### config.mk
export PLATFORM = sky130hd
export DESIGN_NAME = qoi_byte_stream_decoder_core_flat
export DESIGN_NICKNAME = d
export VERILOG_FILES = /design/src/sv/qoi_dec_pkg.sv /design/src/sv/qoi_dec_in_if.sv /design/src/sv/qoi_dec_out_if.sv /design/src/sv/qoi_dec_cfg_if.sv /design/src/sv/qoi_byte_stream_decoder_core.sv /design/src/flat_wrapper.sv
export SDC_FILE = /design/constraint.sdc
export NUM_CORES = 2
export LEC_CHECK = 0
export ABC_AREA = 1
export BUFFER_PORTS_ARGS = -buffer_cell sky130_fd_sc_hd__buf_2
export CORE_AREA = 2 2 650 652
export CTS_CLUSTER_DIAMETER = 60
export DETAILED_ROUTE_END_ITERATION = 10
export DIE_AREA = 0 0 652 654
export PLACE_DENSITY = 0.48
export SYNTH_ARGS = -nofsm -noshare
export SYNTH_HDL_FRONTEND = slang
export SYNTH_SLANG_ARGS = --single-unit
export TNS_END_PERCENT = 30
### constraint.sdc
create_clock -name clk -period 22.1 [get_ports clk]
set_input_delay 3.315 -clock clk [delete_from_list [all_inputs] [get_ports clk]]
set_output_delay 3.315 -clock clk [all_outputs]
set_load 0.02 [all_outputs]
### src/sv/qoi_dec_pkg.sv
// Package with the shared types, codes and the color hash of the QOI byte stream decoder.
package qoi_dec_pkg;

  localparam int BYTE_W   = 8;
  localparam int CFG_IDX_W = 8;
  localparam int CFG_DAT_W = 16;
  localparam int COUNT_W  = 32;
  localparam int RUN_W    = 6;
  localparam int HASH_W   = 13;

  // Configuration register indexes.
  localparam logic [CFG_IDX_W-1:0] CFG_IMAGE_WIDTH  = 8'd0;
  localparam logic [CFG_IDX_W-1:0] CFG_IMAGE_HEIGHT = 8'd1;

  // Chunk tags in the two top bits of an opcode byte.
  localparam logic [1:0] OP_INDEX = 2'b00;
  localparam logic [1:0] OP_DIFF  = 2'b01;
  localparam logic [1:0] OP_LUMA  = 2'b10;

  // Run field values that announce an RGB or RGBA chunk instead of a run.
  localparam logic [RUN_W-1:0] RUN_FIELD_RGB = 6'd62;

  localparam logic [BYTE_W-1:0] LUMA_BIAS  = 8'd224;
  localparam logic [BYTE_W-1:0] OPAQUE     = 8'd255;

  typedef struct packed {
    logic [BYTE_W-1:0] r;
    logic [BYTE_W-1:0] g;
    logic [BYTE_W-1:0] b;
    logic [BYTE_W-1:0] a;
  } pixel_t;

  typedef enum logic [1:0] {
    S_IDLE,
    S_EXEC,
    S_IDXWAIT,
    S_RUN
  } state_t;

  typedef enum logic [2:0] {
    PH_OPCODE = 3'd0,
    PH_LUMA   = 3'd1,
    PH_RED    = 3'd2,
    PH_GREEN  = 3'd3,
    PH_BLUE   = 3'd4,
    PH_ALPHA  = 3'd5
  } phase_t;

  // Color hash 3r + 5g + 7b + 11a; the caller keeps the low index bits.
  function automatic logic [HASH_W-1:0] px_hash(pixel_t p);
    logic [HASH_W-1:0] sum;
    sum = HASH_W'(p.r) * HASH_W'(3) + HASH_W'(p.g) * HASH_W'(5)
        + HASH_W'(p.b) * HASH_W'(7) + HASH_W'(p.a) * HASH_W'(11);
    return sum;
  endfunction

endpackage

### src/sv/qoi_dec_in_if.sv
// Input channel interface that carries one stream byte per item.
interface qoi_dec_in_if;
  import qoi_dec_pkg::*;

  logic              valid;
  logic              ready;
  logic [BYTE_W-1:0] data_byte;
  logic              start_image;

  modport source (output valid, output data_byte, output start_image, input ready);
  modport sink   (input valid, input data_byte, input start_image, output ready);
endinterface

### src/sv/qoi_dec_out_if.sv
// Result channel interface that carries one decoded RGBA pixel per item.
interface qoi_dec_out_if;
  import qoi_dec_pkg::*;

  logic              valid;
  logic              ready;
  logic [BYTE_W-1:0] red;
  logic [BYTE_W-1:0] green;
  logic [BYTE_W-1:0] blue;
  logic [BYTE_W-1:0] alpha;
  logic              last_of_byte;
  logic              image_done;

  modport source (output valid, output red, output green, output blue, output alpha,
                  output last_of_byte, output image_done, input ready);
  modport sink   (input valid, input red, input green, input blue, input alpha,
                  input last_of_byte, input image_done, output ready);
endinterface

### src/sv/qoi_dec_cfg_if.sv
// Configuration write channel interface with a register index and write data.
interface qoi_dec_cfg_if;
  import qoi_dec_pkg::*;

  logic                 valid;
  logic                 ready;
  logic [CFG_IDX_W-1:0] reg_index;
  logic [CFG_DAT_W-1:0] wdata;

  modport source (output valid, output reg_index, output wdata, input ready);
  modport sink   (input valid, input reg_index, input wdata, output ready);
endinterface

### src/sv/qoi_byte_stream_decoder_core.sv
// QOI chunk stream decoder: one byte per item in, RGBA pixels out, color index in a memory.
// A one-pixel chunk writes its pixel to the output register from the decode state; an
// INDEX chunk does so from the wait state, after a registered read of the index memory.
// A new byte is taken only in the idle state, once the previous one is through; a run of n
// pixels is emitted by the run sequencer one per cycle while the output does not stall.
// Reset (synchronous, rst_n low) clears control state and the index valid bits, so
// every index entry reads as zero until written; memory contents are not swept.
module qoi_byte_stream_decoder_core #(
  parameter int INDEX_ENTRIES = 64
) (
  input  logic                 clk,
  input  logic                 rst_n,
  qoi_dec_in_if.sink           in_ch,
  qoi_dec_out_if.source        out_ch,
  qoi_dec_cfg_if.sink          cfg_ch
);
  import qoi_dec_pkg::*;

  localparam int IDX_W = $clog2(INDEX_ENTRIES);

  state_t               state_r, state_nxt;
  phase_t               phase_r, phase_nxt;
  logic [BYTE_W-1:0]    pend_dg_r, pend_dg_nxt;
  logic                 alpha_fol_r, alpha_fol_nxt;
  pixel_t               prev_r, prev_nxt;
  logic [COUNT_W-1:0]   rem_r, rem_nxt;
  logic [RUN_W-1:0]     run_cnt_r, run_cnt_nxt;
  logic [BYTE_W-1:0]    byte_r;
  logic                 start_r;
  logic [CFG_DAT_W-1:0] width_r;
  logic [CFG_DAT_W-1:0] height_r;
  logic [INDEX_ENTRIES-1:0] valid_r;

  logic                 out_valid_r;
  pixel_t               out_px_r;
  logic                 out_last_r;
  logic                 out_done_r;

  pixel_t               idx_mem [INDEX_ENTRIES];
  pixel_t               rd_data_r;
  logic                 rd_valid_r;

  logic                 in_acc;
  logic                 emit_ok;
  logic                 need_emit;
  logic                 adv;
  logic                 emit;
  logic                 emit_last;
  logic                 rd_en;
  logic                 start_run;
  pixel_t               px_new;
  logic [HASH_W-1:0]    px_sum;
  logic [IDX_W-1:0]     wr_addr;
  logic [RUN_W:0]       run_len;
  logic [COUNT_W-1:0]   rem_dec;

  assign in_acc      = in_ch.valid && in_ch.ready;
  assign in_ch.ready = (state_r == S_IDLE);
  assign emit_ok     = !out_valid_r || out_ch.ready;
  assign run_len     = {1'b0, byte_r[RUN_W-1:0]} + (RUN_W+1)'(1);
  assign rem_dec     = rem_r - COUNT_W'(rem_r != '0);
  assign px_sum      = px_hash(px_new);
  assign wr_addr     = px_sum[IDX_W-1:0];

  // Chunk decode: candidate pixel and whether this cycle produces a result.
  always_comb begin
    px_new        = prev_r;
    need_emit     = 1'b0;
    emit_last     = 1'b1;
    rd_en         = 1'b0;
    start_run     = 1'b0;
    phase_nxt     = phase_r;
    pend_dg_nxt   = pend_dg_r;
    alpha_fol_nxt = alpha_fol_r;
    run_cnt_nxt   = run_cnt_r;
    case (state_r)
      S_EXEC: begin
        case (phase_r)
          PH_LUMA: begin
            px_new.r  = prev_r.r + pend_dg_r + {4'd0, byte_r[7:4]} - 8'd8;
            px_new.g  = prev_r.g + pend_dg_r;
            px_new.b  = prev_r.b + pend_dg_r + {4'd0, byte_r[3:0]} - 8'd8;
            need_emit = 1'b1;
            phase_nxt = PH_OPCODE;
          end
          PH_RED: begin
            px_new.r  = byte_r;
            phase_nxt = PH_GREEN;
          end
          PH_GREEN: begin
            px_new.g  = byte_r;
            phase_nxt = PH_BLUE;
          end
          PH_BLUE: begin
            px_new.b = byte_r;
            if (alpha_fol_r) begin
              phase_nxt = PH_ALPHA;
            end else begin
              phase_nxt = PH_OPCODE;
              need_emit = 1'b1;
            end
          end
          PH_ALPHA: begin
            px_new.a  = byte_r;
            phase_nxt = PH_OPCODE;
            need_emit = 1'b1;
          end
          default: begin
            // Opcode byte; ignored once the image is complete.
            phase_nxt = PH_OPCODE;
            if (rem_r != '0) begin
              case (byte_r[7:6])
                OP_INDEX: begin
                  rd_en = 1'b1;
                end
                OP_DIFF: begin
                  px_new.r  = prev_r.r + {6'd0, byte_r[5:4]} - 8'd2;
                  px_new.g  = prev_r.g + {6'd0, byte_r[3:2]} - 8'd2;
                  px_new.b  = prev_r.b + {6'd0, byte_r[1:0]} - 8'd2;
                  need_emit = 1'b1;
                end
                OP_LUMA: begin
                  pend_dg_nxt = {2'd0, byte_r[5:0]} + LUMA_BIAS;
                  phase_nxt   = PH_LUMA;
                end
                default: begin
                  if (byte_r[RUN_W-1:0] >= RUN_FIELD_RGB) begin
                    alpha_fol_nxt = byte_r[0];
                    phase_nxt     = PH_RED;
                  end else begin
                    // Clamp the run to the pixels that remain.
                    start_run = 1'b1;
                    if (COUNT_W'(run_len) > rem_r) begin
                      run_cnt_nxt = rem_r[RUN_W-1:0];
                    end else begin
                      run_cnt_nxt = run_len[RUN_W-1:0];
                    end
                  end
                end
              endcase
            end
          end
        endcase
      end
      S_IDXWAIT: begin
        px_new    = rd_valid_r ? rd_data_r : '0;
        need_emit = 1'b1;
      end
      S_RUN: begin
        need_emit   = 1'b1;
        emit_last   = (run_cnt_r == RUN_W'(1));
        run_cnt_nxt = run_cnt_r - RUN_W'(1);
      end
      default: begin
        need_emit = 1'b0;
      end
    endcase
  end

  assign adv  = !need_emit || emit_ok;
  assign emit = need_emit && adv;

  // Next state of the byte sequencer.
  always_comb begin
    state_nxt = state_r;
    case (state_r)
      S_IDLE: begin
        if (in_acc) begin
          state_nxt = S_EXEC;
        end
      end
      S_EXEC: begin
        if (adv) begin
          if (rd_en) begin
            state_nxt = S_IDXWAIT;
          end else if (start_run) begin
            state_nxt = S_RUN;
          end else begin
            state_nxt = S_IDLE;
          end
        end
      end
      S_IDXWAIT: begin
        if (adv) begin
          state_nxt = S_IDLE;
        end
      end
      S_RUN: begin
        if (adv && run_cnt_r == RUN_W'(1)) begin
          state_nxt = S_IDLE;
        end
      end
      default: begin
        state_nxt = S_IDLE;
      end
    endcase
  end

  // Next values of the decoder state; a start byte reinitializes the image.
  always_comb begin
    prev_nxt = prev_r;
    rem_nxt  = rem_r;
    if (state_r == S_IDLE) begin
      if (in_acc && in_ch.start_image) begin
        prev_nxt = '{r: '0, g: '0, b: '0, a: OPAQUE};
        rem_nxt  = COUNT_W'(width_r) * COUNT_W'(height_r);
      end
    end else if (adv) begin
      prev_nxt = px_new;
      if (emit) begin
        rem_nxt = rem_dec;
      end
    end
  end

  // Sequencer and decoder state registers.
  always_ff @(posedge clk) begin
    if (!rst_n) begin
      state_r     <= S_IDLE;
      phase_r     <= PH_OPCODE;
      pend_dg_r   <= '0;
      alpha_fol_r <= 1'b0;
      prev_r      <= '{r: '0, g: '0, b: '0, a: OPAQUE};
      rem_r       <= '0;
      run_cnt_r   <= '0;
      valid_r     <= '0;
    end else begin
      state_r <= state_nxt;
      prev_r  <= prev_nxt;
      rem_r   <= rem_nxt;
      if (state_r == S_IDLE) begin
        if (in_acc && in_ch.start_image) begin
          phase_r     <= PH_OPCODE;
          pend_dg_r   <= '0;
          alpha_fol_r <= 1'b0;
          valid_r     <= '0;
        end
      end else if (adv) begin
        phase_r     <= phase_nxt;
        pend_dg_r   <= pend_dg_nxt;
        alpha_fol_r <= alpha_fol_nxt;
        run_cnt_r   <= run_cnt_nxt;
        if (emit) begin
          valid_r[wr_addr] <= 1'b1;
        end
      end
    end
  end

  // Captured input byte.
  always_ff @(posedge clk) begin
    if (in_acc) begin
      byte_r  <= in_ch.data_byte;
      start_r <= in_ch.start_image;
    end
  end

  // Color index memory: one write per emitted pixel, one registered read for INDEX.
  always_ff @(posedge clk) begin
    if (emit) begin
      idx_mem[wr_addr] <= px_new;
    end
    if (rd_en && adv) begin
      rd_data_r  <= idx_mem[byte_r[IDX_W-1:0]];
      rd_valid_r <= valid_r[byte_r[IDX_W-1:0]];
    end
  end

  // Output register.
  always_ff @(posedge clk) begin
    if (!rst_n) begin
      out_valid_r <= 1'b0;
    end else if (emit) begin
      out_valid_r <= 1'b1;
    end else if (out_ch.ready) begin
      out_valid_r <= 1'b0;
    end
  end

  always_ff @(posedge clk) begin
    if (emit) begin
      out_px_r   <= px_new;
      out_last_r <= emit_last;
      out_done_r <= (rem_dec == '0);
    end
  end

  assign out_ch.valid        = out_valid_r;
  assign out_ch.red          = out_px_r.r;
  assign out_ch.green        = out_px_r.g;
  assign out_ch.blue         = out_px_r.b;
  assign out_ch.alpha        = out_px_r.a;
  assign out_ch.last_of_byte = out_last_r;
  assign out_ch.image_done   = out_done_r;

  // Configuration registers.
  assign cfg_ch.ready = 1'b1;

  always_ff @(posedge clk) begin
    if (!rst_n) begin
      width_r  <= '0;
      height_r <= '0;
    end else if (cfg_ch.valid && cfg_ch.ready) begin
      case (cfg_ch.reg_index)
        CFG_IMAGE_WIDTH:  width_r  <= cfg_ch.wdata;
        CFG_IMAGE_HEIGHT: height_r <= cfg_ch.wdata;
        default: begin
        end
      endcase
    end
  end

  // A run in progress always has at least one pixel left to emit.
  a_run_nonzero: assert property (@(posedge clk) disable iff (!rst_n)
    state_r == S_RUN |-> run_cnt_r != '0)
    else $error("run sequencer active with an empty count");

  // The final run copy, and only it, is flagged as the last pixel of the byte.
  a_run_last: assert property (@(posedge clk) disable iff (!rst_n)
    (state_r == S_RUN && emit) |=> out_ch.last_of_byte == $past(run_cnt_r == RUN_W'(1)))
    else $error("run last flag does not match the run count");

  // The image-done flag follows the pixel counter reaching zero.
  a_done_count: assert property (@(posedge clk) disable iff (!rst_n)
    emit |=> out_ch.valid && (out_ch.image_done == (rem_r == '0)))
    else $error("image done flag disagrees with the pixel counter");

  // The index wait state is entered only from a decode step that issued the memory read.
  a_idx_read: assert property (@(posedge clk) disable iff (!rst_n)
    (state_r == S_IDXWAIT && $past(state_r) != S_IDXWAIT) |-> $past(state_r == S_EXEC && rd_en))
    else $error("index wait entered without a memory read");

  // A start byte reaches the decode step with the image state reinitialized.
  a_start_clear: assert property (@(posedge clk) disable iff (!rst_n)
    (state_r == S_EXEC && $past(state_r) == S_IDLE && start_r) |->
      (phase_r == PH_OPCODE && valid_r == '0))
    else $error("start byte decoded without clearing the image state");

endmodule

### src/flat_wrapper.sv
// flat-port wrapper written by rule: the top's interface ports become plain ports
module qoi_byte_stream_decoder_core_flat import qoi_dec_pkg::*;
#(
  parameter int INDEX_ENTRIES = 64
)
  (clk, rst_n, in_ch_valid, in_ch_data_byte, in_ch_start_image, in_ch_ready, out_ch_valid, out_ch_red, out_ch_green, out_ch_blue, out_ch_alpha, out_ch_last_of_byte, out_ch_image_done, out_ch_ready, cfg_ch_valid, cfg_ch_reg_index, cfg_ch_wdata, cfg_ch_ready);
  qoi_dec_in_if in_ch_i ();
  qoi_dec_out_if out_ch_i ();
  qoi_dec_cfg_if cfg_ch_i ();
  input  logic clk;
  input  logic rst_n;
  input wire logic [$bits(in_ch_i.valid)-1:0] in_ch_valid;
  input wire logic [$bits(in_ch_i.data_byte)-1:0] in_ch_data_byte;
  input wire logic [$bits(in_ch_i.start_image)-1:0] in_ch_start_image;
  output wire logic [$bits(in_ch_i.ready)-1:0] in_ch_ready;
  output wire logic [$bits(out_ch_i.valid)-1:0] out_ch_valid;
  output wire logic [$bits(out_ch_i.red)-1:0] out_ch_red;
  output wire logic [$bits(out_ch_i.green)-1:0] out_ch_green;
  output wire logic [$bits(out_ch_i.blue)-1:0] out_ch_blue;
  output wire logic [$bits(out_ch_i.alpha)-1:0] out_ch_alpha;
  output wire logic [$bits(out_ch_i.last_of_byte)-1:0] out_ch_last_of_byte;
  output wire logic [$bits(out_ch_i.image_done)-1:0] out_ch_image_done;
  input wire logic [$bits(out_ch_i.ready)-1:0] out_ch_ready;
  input wire logic [$bits(cfg_ch_i.valid)-1:0] cfg_ch_valid;
  input wire logic [$bits(cfg_ch_i.reg_index)-1:0] cfg_ch_reg_index;
  input wire logic [$bits(cfg_ch_i.wdata)-1:0] cfg_ch_wdata;
  output wire logic [$bits(cfg_ch_i.ready)-1:0] cfg_ch_ready;
  assign in_ch_i.valid = in_ch_valid;
  assign in_ch_i.data_byte = in_ch_data_byte;
  assign in_ch_i.start_image = in_ch_start_image;
  assign in_ch_ready = in_ch_i.ready;
  assign out_ch_valid = out_ch_i.valid;
  assign out_ch_red = out_ch_i.red;
  assign out_ch_green = out_ch_i.green;
  assign out_ch_blue = out_ch_i.blue;
  assign out_ch_alpha = out_ch_i.alpha;
  assign out_ch_last_of_byte = out_ch_i.last_of_byte;
  assign out_ch_image_done = out_ch_i.image_done;
  assign out_ch_i.ready = out_ch_ready;
  assign cfg_ch_i.valid = cfg_ch_valid;
  assign cfg_ch_i.reg_index = cfg_ch_reg_index;
  assign cfg_ch_i.wdata = cfg_ch_wdata;
  assign cfg_ch_ready = cfg_ch_i.ready;
  qoi_byte_stream_decoder_core #(.INDEX_ENTRIES(INDEX_ENTRIES)) u_core (.clk(clk), .rst_n(rst_n), .in_ch(in_ch_i), .out_ch(out_ch_i), .cfg_ch(cfg_ch_i));
endmodule
== Word level (Yosys, flattened, before mapping) ==
Memories as Yosys holds them, arrays and structs flattened. A register that Yosys moved wholly into a read port is not among the register bits.
Cells that the tools add are included.

* ROM bits: 0
* Latch bits: 0
* Memory bits (writable): 2,048
* Output and inout bits: 37
* Register bits after elaboration: 224
* Memories kept: 1

{| class="wikitable"
|+ Memories
! name !! depth !! width !! rd ports !! clocked after Yosys merged registers in !! wr ports !! RTL line !! RTL
|-
| u_core.idx_mem || 64 || 32 || 1 || 1 || 1 || qoi_byte_stream_decoder_core.sv:39 || <nowiki>pixel_t idx_mem [INDEX_ENTRIES];</nowiki>
|}

* Equal/unequal tests: 23
* $mul: 5
* Mux-type cells: 78
* Divide/modulo/power cells: 0
* Reduce and logical (&&, ||, !) cells: 41
* Bitwise gates (word level): 2
* Shifts and indexed selects: 0
* Add/subtract/negate cells: 20
* $lt $le $gt $ge: 5

{| class="wikitable"
|+ Operators by type and width
! cell !! number
|-
| $mux W32 || 8
|-
| $mux W64 || 4
|-
| $pmux W8 S3 || 3
|-
| $mux W8 || 8
|-
| $or A64 B64 Y64 || 1
|-
| $pmux W32 S2 || 1
|-
| $mux W24 || 2
|-
| $gt A7 B32 Y1 || 1
|-
| $logic_not A32 Y1 || 1
|-
| $mul A16 B16 Y32 || 1
|-
| $reduce_bool A32 Y1 || 1
|-
| $sub A32 B1 Y32 || 1
|-
| $mux W6 || 5
|-
| $mux W1 || 26
|-
| $add A8 B2 Y8 || 3
|-
| $add A8 B8 Y8 || 3
|-
| $sub A8 B2 Y8 const B || 3
|-
| $add A6 B6 Y6 || 3
|-
| $mux W3 || 6
|-
| $add A8 B4 Y8 || 2
|-
| $mul A8 B3 Y6 const B || 2
|-
| $reduce_bool A2 Y1 || 8
|-
| $sub A8 B4 Y8 const B || 2
|-
| $lt A6 B7 Y1 const B || 2
|-
| other kinds (39) || 77
|}

== Depth between registers and ports, before layout ==
* Depth in word-level cells: 18
* Depth in mapped cells: 43
* Gate-level depth less buffers: 38

== Worst setup path after synthesis ==
Ideal clock, no wire load.

* Kind: register to register
* Start: register u_core.byte_r[2]
* End: memory u_core.idx_mem[48][0] (netlist bit) (enable)
* Slack: 10.093 ns
* Cell stages (with the launch flop): 37
* Data required time: 21.639 ns
* Arrival time: 11.546 ns
* Path buffers: 4
* Cells stage by stage: edfxtp_1 -> clkbuf_1 -> inv_1 -> clkbuf_1 -> clkbuf_1 -> clkbuf_1 -> fa_1 -> inv_1 -> ha_1 -> ha_1 -> nand2_1 -> nand3_1 -> nand3_1 -> a22oi_1 -> inv_1 -> fa_1 -> inv_1 -> fa_1 -> inv_1 -> fa_1 -> fa_1 -> fa_1 -> inv_1 -> ha_1 -> a21oi_1 -> nand3b_1 -> nand2_1 -> nand2_1 -> nand2_1 -> nand3b_1 -> nand3b_1 -> nand2_1 -> nand2_4 -> nand3_4 -> nor2_4 -> inv_2 -> nor3_1

{| class="wikitable"
|+ RTL lines
! element !! RTL line !! RTL
|-
| from (decl) || qoi_byte_stream_decoder_core.sv:28 || <nowiki>logic [BYTE_W-1:0] byte_r;</nowiki>
|-
| from (signal assigned) || qoi_byte_stream_decoder_core.sv:253 || <nowiki>byte_r <= in_ch.data_byte;</nowiki>
|-
| to (decl) || qoi_byte_stream_decoder_core.sv:39 ||
|}

==> results by group <==
Yosys
  • Synth top area cells: edfxtp_1, o21ai_0, nor2_1, fa_1, o22ai_1
  • Yosys cell types: 65
  • Dominant cell type by area after synthesis: edfxtp_1
  • Number of flops mapped to enable cells by yosys: 2,123
  • Top cell type's share of synthesized area: 0.6104
  • Yosys warning count: 0
  • Most frequent cells after synthesis: edfxtp_1, nor2_1, o21ai_0, nand2_1, inv_1
  • Primary FF master, synth: edfxtp_1
  • FFs w/ async S/R, synth: 0
  • Register area share after synthesis: 0.6447
  • Post-synthesis net count: 9,682
  • Synth Area per Inst: 11.34 sq um
  • Mapped Cells: 9,212
  • Mapped cell area: 104,400 sq um
  • FF+latch count, synth: 2,302
  • Top-count cell post-synth: edfxtp_1

Timing
  • Fin Setup TNS: 0 ns
  • Max-Slew Margin vs Limit: 0.1521
  • Tmin final: 10.46 ns
  • Slew Viols, Final: 0
  • Max frequency: 0.09560 GHz
  • Worst-Margin Slew: 1.259 ns
  • Final setup viols: 0
  • Setup Skew: 0.1121 ns
  • Final period utilization: 0.4733
  • Hold Fails Final Rpt: 0
  • RSZ-0062 raised after global routing: no

Detailed routing
  • Router iterations before antenna repair: 5
  • Remaining antenna violation count: 0
  • Number of remaining DRC errors: 0
  • Drt initial violations: 8,216
  • Vias/cell: 4.855
  • Routed via count: 72,040
  • DRT Wirelength: 353,600 um
  • Wire per inst: 23.83 um

Clock tree
  • CTS tree: built
  • Clk Latency, worst-skew pair: 0.94 ns
  • Worst-path clk slew: 0.06 ns
  • Max Root-Sink Buffers: 4
  • # resized after CTS: 0
  • Clk root buf: clkbuf_16
  • H-tree level count: 4
  • CTS sink cnt: 2,302
  • CTS Hold Bufs: 0
  • CTS buffer count: 244
  • Postcts setup bufs: 0

Worst setup path
  • Critical-path cell with the highest stage delay: nor3_2
  • CP Class: reg -> reg
  • Max FO, Critical Path: 120
  • CP required: 22.68 ns
  • Crit end category: register
  • CP peak stage delay: 0.88 ns
  • CP arrival: 11.04 ns
  • Startpoint Class: register

Cells and area
  • Area growth syn-to-layout: 14.47%
  • Fillcell total: 43,210
  • Layout Nets: 9,588
  • Share of layout cells above drive strength 1: 0.08819

Global routing
  • Routing usage on met2: 0.2487
  • GRT overflow: 0
  • Antenna violations before repair: 33
  • Largest net degree at the start of global routing: 178
  • Top Usage Layer GRT: met2
  • Gr usage total: 0.1608
  • M3 GR Usage: 0.02465
  • First-pass GRT wire length: 505,900 um
  • Vias in the first global route: 68,410
  • M1 GR Usage: 0.2320

Floorplan
  • Die H: 654 um
  • Ports: 75
  • Initial Utilization: 0.2491
  • Die footprint: 426,400 sq um
  • Core area: 419,300 sq um
  • DIE WIDTH: 652 um
  • Site Rows: 238

Min path
  • Tightest Hold Check Type: reg -> reg

Run status
  • Status: completed

Place
  • Port bufs: 73
  • Final HPWL DP: 214,800 um
  • GP Congestion: 0.8700

Run
  • Max-Cap Viols: 0
-- logic make-up (layout without fill, tap and decap cells) --
| family | after synthesis | in the layout | synth area share |
|---|---|---|---|
| xor gates and xnor gates | 63 | 63 | 0.005283 |
| DFF | 2302 | 2302 | 0.6447 |
| other | 1 | 11 | 0.00003590 |
| muxes | 1 | 1 | 0.00009584 |
| and+or+nand+nor | 2737 | 2737 | 0.1057 |
| adders and majority gates | 432 | 432 | 0.06836 |
| buffers and inverters | 1245 | 1342 | 0.04519 |
| AOI/OAI and AO/OA | 2431 | 2431 | 0.1307 |
-- flip-flops by register name, indices dropped and copies added, names as in the netlist, 16 cells and up --
register and count:
u_core.valid_r 64, u_core.rem_r 32, u_core.height_r 16, u_core.width_r 16, u_core.rd_data_r 32, u_core.prev_r 32
u_core.idx_mem 2048
-- per-stage QoR --
stage	instances	cell area (sq um)	utilization	hold WS [ns]	worst slack [ns]
final	14840	119600	0.2851	0.4498	11.64
after global routing	14830	119500	0.2851	0.4637	11.17
after CTS	14830	119500	0.2851	0.4511	11.73
after detailed placement	14390	111900	0.2668	0.4410	11.72
after global placement	14390	111900	0.2668	0.4373	11.70
after floorplan	9212	104400	-	0.4237	10.09
-- metal layers --
metal | vias to the layer above | part of all wire
met5 | - | 0.000090
met4 | 4 | 0.030
met3 | 455 | 0.071
met2 | 2480 | 0.44
met1 | 36550 | 0.45
li1 | 32560 | -
-- final cells by class --
type / count / area [sq um] / area share
clock buffer: 306 / 6471 / 0.05413
tap: 5520 / 6907 / 0.05777
sequential: 2302 / 67330 / 0.5632
inverter: 626 / 2385 / 0.01995
clock inverter: 131 / 1201 / 0.01005
antenna: 10 / 25.02 / 0.0002093
multi-input combinational: 5665 / 33190 / 0.2776
timing repair buffer: 279 / 2037 / 0.01704
-- cell usage in the layout (no fill, tap or decap), types with 47 or more instances in the layout --
cell,Yosys,routed
buf_2,7,73
o21ai_0,1379,1379
nand2_1,849,846
nand3_1,142,142
nor2_1,1574,1539
a21oi_1,235,234
clkbuf_1,579,51
edfxtp_1,2123,2123
fa_1,231,231
o22ai_1,576,576
dfxtp_1,179,179
buf_4,2,196
clkinv_1,6,47
inv_1,605,594
ha_1,201,199
clkbuf_16,0,246
-- path summary, 6_finish.rpt --
check,from,end,slack [ns],depth (start not counted)
worst max-delay path,u_core.byte_r[2],u_core.idx_mem[61][11],11.64,38
worst min-delay path,u_core.valid_r[46],u_core.valid_r[46],0.45,2
worst max register to register,u_core.byte_r[2],u_core.idx_mem[61][11],11.64,38
worst min register to register,u_core.valid_r[46],u_core.valid_r[46],0.45,2
-- critical path, delay by kind of cell (launching register included) --
family          cells  cell delay (ns)
compound gates      3             0.38
fa+ha+maj          10             4.49
buf+inv             8             1.90
flops               1             0.37
simple gates       17             2.78
Power is left out: the tool's default activity adds up to more than one toggle a clock period on the data nets, which glitch-free logic cannot reach.
